[config.mk]
export PLATFORM = sky130hd
export DESIGN_NAME = c2s_cordic
export DESIGN_NICKNAME = d
export VERILOG_FILES = /design/src/hdl/cartesian_to_spherical_defines.svh /design/src/hdl/c2s_pkg.sv /design/src/hdl/c2s_cordic.sv
export SDC_FILE = /design/constraint.sdc
export NUM_CORES = 2
export LEC_CHECK = 0
export BUFFER_PORTS_ARGS = -buffer_cell sky130_fd_sc_hd__buf_2
export CAP_MARGIN = 20
export CORE_UTILIZATION = 66
export DETAILED_ROUTE_END_ITERATION = 8
export HOLD_SLACK_MARGIN = 0.15
export PLACE_DENSITY = 0.8
export SLEW_MARGIN = 15
export SYNTH_ARGS = -nofsm -noshare
export SYNTH_HDL_FRONTEND = slang
export SYNTH_SLANG_ARGS = --single-unit
[constraint.sdc]
create_clock -name clk -period 7.9 [get_ports clk]
set_clock_uncertainty 0.15 [all_clocks]
set_input_delay 1.185 -clock clk [delete_from_list [all_inputs] [get_ports clk]]
set_output_delay 1.185 -clock clk [all_outputs]
set_load 0.02 [all_outputs]
[src/hdl/cartesian_to_spherical_defines.svh]
// Assertion macros for the spherical conversion block.
// They expect clk and rst in the scope of use.
`ifndef CARTESIAN_TO_SPHERICAL_DEFINES_SVH
`define CARTESIAN_TO_SPHERICAL_DEFINES_SVH

// same-cycle implication
`define C2S_ASSERT(lbl, ante, cons, msg) \
  lbl: assert property (@(posedge clk) disable iff (rst) (ante) |-> (cons)) \
    else $error(msg);

// next-cycle implication
`define C2S_ASSERT_NEXT(lbl, ante, cons, msg) \
  lbl: assert property (@(posedge clk) disable iff (rst) (ante) |=> (cons)) \
    else $error(msg);

`endif

[src/hdl/c2s_pkg.sv]
package c2s_pkg;

  // atan(2^-i) as 32-bit binary angles, 2^32 = one turn
  localparam logic [31:0] ATAN_TAB [32] = '{
    32'h20000000, 32'h12E4051E, 32'h09FB385B, 32'h051111D4,
    32'h028B0D43, 32'h0145D7E1, 32'h00A2F61E, 32'h00517C55,
    32'h0028BE53, 32'h00145F2F, 32'h000A2F98, 32'h000517CC,
    32'h00028BE6, 32'h000145F3, 32'h0000A2F9, 32'h0000517D,
    32'h000028BE, 32'h0000145F, 32'h00000A2F, 32'h00000518,
    32'h0000028C, 32'h00000146, 32'h000000A3, 32'h00000051,
    32'h00000029, 32'h00000014, 32'h0000000A, 32'h00000005,
    32'h00000003, 32'h00000001, 32'h00000001, 32'h00000000
  };

  // half a turn in 32-bit binary angle units
  localparam logic [31:0] ANG_PI = 32'h80000000;

endpackage

[src/hdl/c2s_cordic.sv]
module c2s_cordic #(
  parameter int IW    = 34,
  parameter int NSTEP = 16
) (
  input  logic                 clk,
  input  logic                 en,
  input  logic signed [IW-1:0] a_in,
  input  logic signed [IW-1:0] b_in,
  input  logic        [31:0]   ang_in,
  output logic        [31:0]   ang_out
);

  logic signed [IW-1:0] a_s   [NSTEP];
  logic signed [IW-1:0] b_s   [NSTEP];
  logic        [31:0]   ang_s [NSTEP];

  for (genvar i = 0; i < NSTEP; i++) begin : g_step
    logic signed [IW-1:0] a_d;
    logic signed [IW-1:0] b_d;
    logic        [31:0]   ang_d;

    if (i == 0) begin : g_head
      assign a_d   = a_in;
      assign b_d   = b_in;
      assign ang_d = ang_in;
    end else begin : g_tail
      assign a_d   = a_s[i-1];
      assign b_d   = b_s[i-1];
      assign ang_d = ang_s[i-1];
    end

    // rotate toward b = 0; shifts floor
    always_ff @(posedge clk) begin
      if (en) begin
        if (!b_d[IW-1]) begin
          a_s[i]   <= a_d + (b_d >>> i);
          b_s[i]   <= b_d - (a_d >>> i);
          ang_s[i] <= ang_d + c2s_pkg::ATAN_TAB[i];
        end else begin
          a_s[i]   <= a_d - (b_d >>> i);
          b_s[i]   <= b_d + (a_d >>> i);
          ang_s[i] <= ang_d - c2s_pkg::ATAN_TAB[i];
        end
      end
    end
  end

  assign ang_out = ang_s[NSTEP-1];

endmodule

==> results.md <==
- Outcome: complete, but fails checks
- Failing checks: design-rule violations
- Worst Path Class, Setup: flip-flop to flip-flop
- Critical-path maximum fanout: 11
- Placement Rows: between 150 and 200
- Tot GR Track Use: roughly 34%
- Worst min-delay path class: flip-flop to flip-flop
- Top FF cell, synth: edfxtp_1
- Cell Area, Synth: around 130000 um2
- Via count of the first global-routing pass: ~100k
- Average instance area after synthesis: a little over 9 um2
- Number of synthesis warnings: 0
- Setup TNS Final: 0 ps
- Latest clock arrival within the worst-skew pair: about 840 ps
- RSZ-0062 raised after global routing: false
- Hold endpoint: ang_s[1][64]
- Number of H-tree levels: 4
- Slew margin rel.: approximately a fifth
- Area grow syn2layout: 6.83%
- Post-route fraction of the period consumed by the critical path: approximately three quarters
- Capturing element type of the critical path: flip-flop
- Slowest cell on the critical path: a2111oi_0
- Hpwl dp: between 200000 and 300000 um
- Count of hold buffers inserted by post-cts repair: 0
- GRT overflow: 0
- Clk slew on worst S/H paths: around 60 ps
- Setup fix buffers added after clock tree synthesis: 0
- Final Hold Fails: 0
- Pre-Repair DR Iteration Count: 9
- CTS sink count: 1450
- Worst EP required: about 8300 ps
- Final Setup Violations: 0
- Die Width: roughly 440 um
- Core Box Area: approximately 190000 um2
- Maximum number of pins on one net before global-route repair: between 150 and 200
- Detailed-route via count: between 100k and 150k
- Initial standard-cell utilization of the core: 66.7%
- Clock tree from TritonCTS: built
- Synthesized instance count: about 14000
- Die area: between 150000 and 200000 um2
- Number of buffers on the longest clock path: 3
- Number of buffers added by the clock tree synthesis step: 165
- Boundary Pins: approximately 130
- Total nets after synthesis: ~15000
- Number of input and output port buffers inserted: 133
- Layout cell share with drive strength beyond 1: 4.61%
- GP Congestion: 1.03
- FFs w/ async S/R, synth: 0%
- Worst R2R Setup Slack: between 2000 and 2500 ps
- Register area share after synthesis: ~34%
- Clock period minus worst slack: between 5000 and 6000 ps
- Count of state elements after synthesis: between 1000 and 1500
- Worst R2R Path Depth: 17
- Worst r2r dst: a_s[1][169]
- Global-route wire length before repair: about 540000 um
- # Max-Cap Violations: 0
- Crit path largest cell delay: 550 ps
- WL final: between 300000 and 400000 um
- Number of flops mapped to enable cells by yosys: ~1500
- Average detailed-routed wire length per instance: approximately 21 um
- Antenna-violating nets left: 0
- Number of distinct library cell variants in the gate-level netlist after synthesis: 106
- Setup crit start kind: flip-flop
- Count of cells along the worst hold path: 0
- Number of remaining DRC errors: 1
- Die Ht: 444 um
- Worst hold path startpoint: ang_s[1][32]
- Antenna violations before repair: 7
- CTS resizes: 0
- Cell chosen for the clock root: clkbuf_16
- Peak clock frequency supported by timing: roughly 170 MHz
- Cells traversed along the worst timing path: or3_1, or3b_2, nor3_1, nand3b_1, o21ai_0, xor2_1, ha_1, a21oi_1, o211ai_1, a211o_1, a31oi_1, o41ai_1, a2111oi_0, o21bai_1, o21ai_0, a21oi_1, xnor2_1
- R2R Path Start: b_s[1][118]
- Transition time of the tightest slew-check pin: ~1200 ps
- Final Slew Violations: 0
- Data arrival time of the critical path: around 6300 ps
- Number of violations reported at the end of detailed-routing iteration 0: 9674
- Total Nets Final: 15435
- Vias per Instance: 6.51
[placed cells by master (no fill, tap or decap), types with 243 or more instances in the layout]
cell type,instances
inv_1,562
nor3_1,311
nor2_1,1075
xnor2_1,1220
a21oi_1,1362
edfxtp_1,1450
nand2_1,844
o21ai_0,779
xor2_1,631
ha_1,1455
nand3_1,243
a21o_1,717
[state kept, by name, summed over array words and instances, names as in the netlist]
| name | cells |
|---|---|
| ang_s | 512 |
| a_s | 462 |
| b_s | 476 |
[cell usage after synthesis, types with 38 or more instances]
cell type	instances	area share (%)
a211oi_1	119	0.69
a21o_1	717	4.2
a21oi_1	1362	5.3
a31o_2	38	0.26
a31oi_1	131	0.64
and2_1	69	0.34
and3_1	145	0.70
clkbuf_1	239	0.70
edfxtp_1	1450	34
fa_1	44	0.68
ha_1	1455	14
inv_1	562	1.6
mux2i_1	54	0.42
nand2_1	846	2.5
nand2b_1	221	1.1
nand3_1	243	0.94
nand4_1	136	0.66
nor2_1	1075	3.1
nor2b_1	189	0.92
nor3_1	311	1.2
nor4_1	84	0.41
o211ai_1	80	0.47
o21a_1	214	1.2
o21ai_0	779	3.0
o21bai_1	165	0.96
o31a_1	43	0.29
o31ai_1	160	0.93
o41ai_1	95	0.65
or2_2	63	0.31
or3_1	110	0.53
or4_1	69	0.40
xnor2_1	1220	8.3
xor2_1	631	4.3
[per-layer routing]
layer / GRT usage, % / vias up / wire length (um) / share of wire (%)
met2: 58.0 / 4099 / 165000 / 48
met3: 4.51 / 828 / 22600 / 6.6
met1: 42.6 / 51032 / 141000 / 41
li1: - / 51454 / - / -
met5: 0 / - / 65 / 0.019
met4: 13.0 / 6 / 13600 / 4.0
[final cells by class]
cell class	count	area [um2]
antenna	1	2.50
clock buffer	185	4200
clock inverter	121	1470
fill	14349	55600
inverter	575	2160
multi-input combinational	11444	81900
sequential	1450	43500
tap	2526	3160
timing repair buffer	198	1210
[worst max-delay path, delay by kind of cell, from the launching register on]
kind                       cells  cell delay, ps
AOI/OAI and AO/OA             10            2670
DFF                            1             480
adders and majority gates      1             320
xor gates and xnor gates       2             260
and+or+nand+nor                4            1750
[kinds of logic after synthesis]
group | synth area share, %
buffers and inverters | 2.64
adders and majority gates | 14.8
AOI/OAI and AO/OA | 21.4
DFF | 33.8
muxes | 0.542
xor gates and xnor gates | 12.6
and+or+nand+nor | 14.2
[stage by stage]
step           hold WS [ps]  setup slack, ps  std cells  utilization, %  instance area [um2]
5_1_grt                 276             1570      16500            71.2               138000
3_5_place_dp            255             1360      16192            68.3               132000
2_1_floorplan           250             1780      13768               -               129000
4_1_cts                 270             2100      16498            71.2               138000
3_3_place_gp            251             1570      16192            68.3               132000
6_report                270             2020      16500            71.2               138000
[worst max-delay path by stage]
stage                           start           to  slack, ps  cells after the start
after floorplan                    en  a_s[0][203]       1780                     19
after global placement             en  b_s[1][203]       1570                     17
after detailed placement           en  b_s[1][203]       1360                     17
after CTS                 b_s[1][118]  a_s[1][169]       2100                     17
after global routing               en  b_s[1][203]       1570                     17
final                     b_s[1][118]  a_s[1][169]       2020                     17
Power is left out: the tool's default activity adds up to more than one toggle a clock period on the data nets, which glitch-free logic cannot reach.
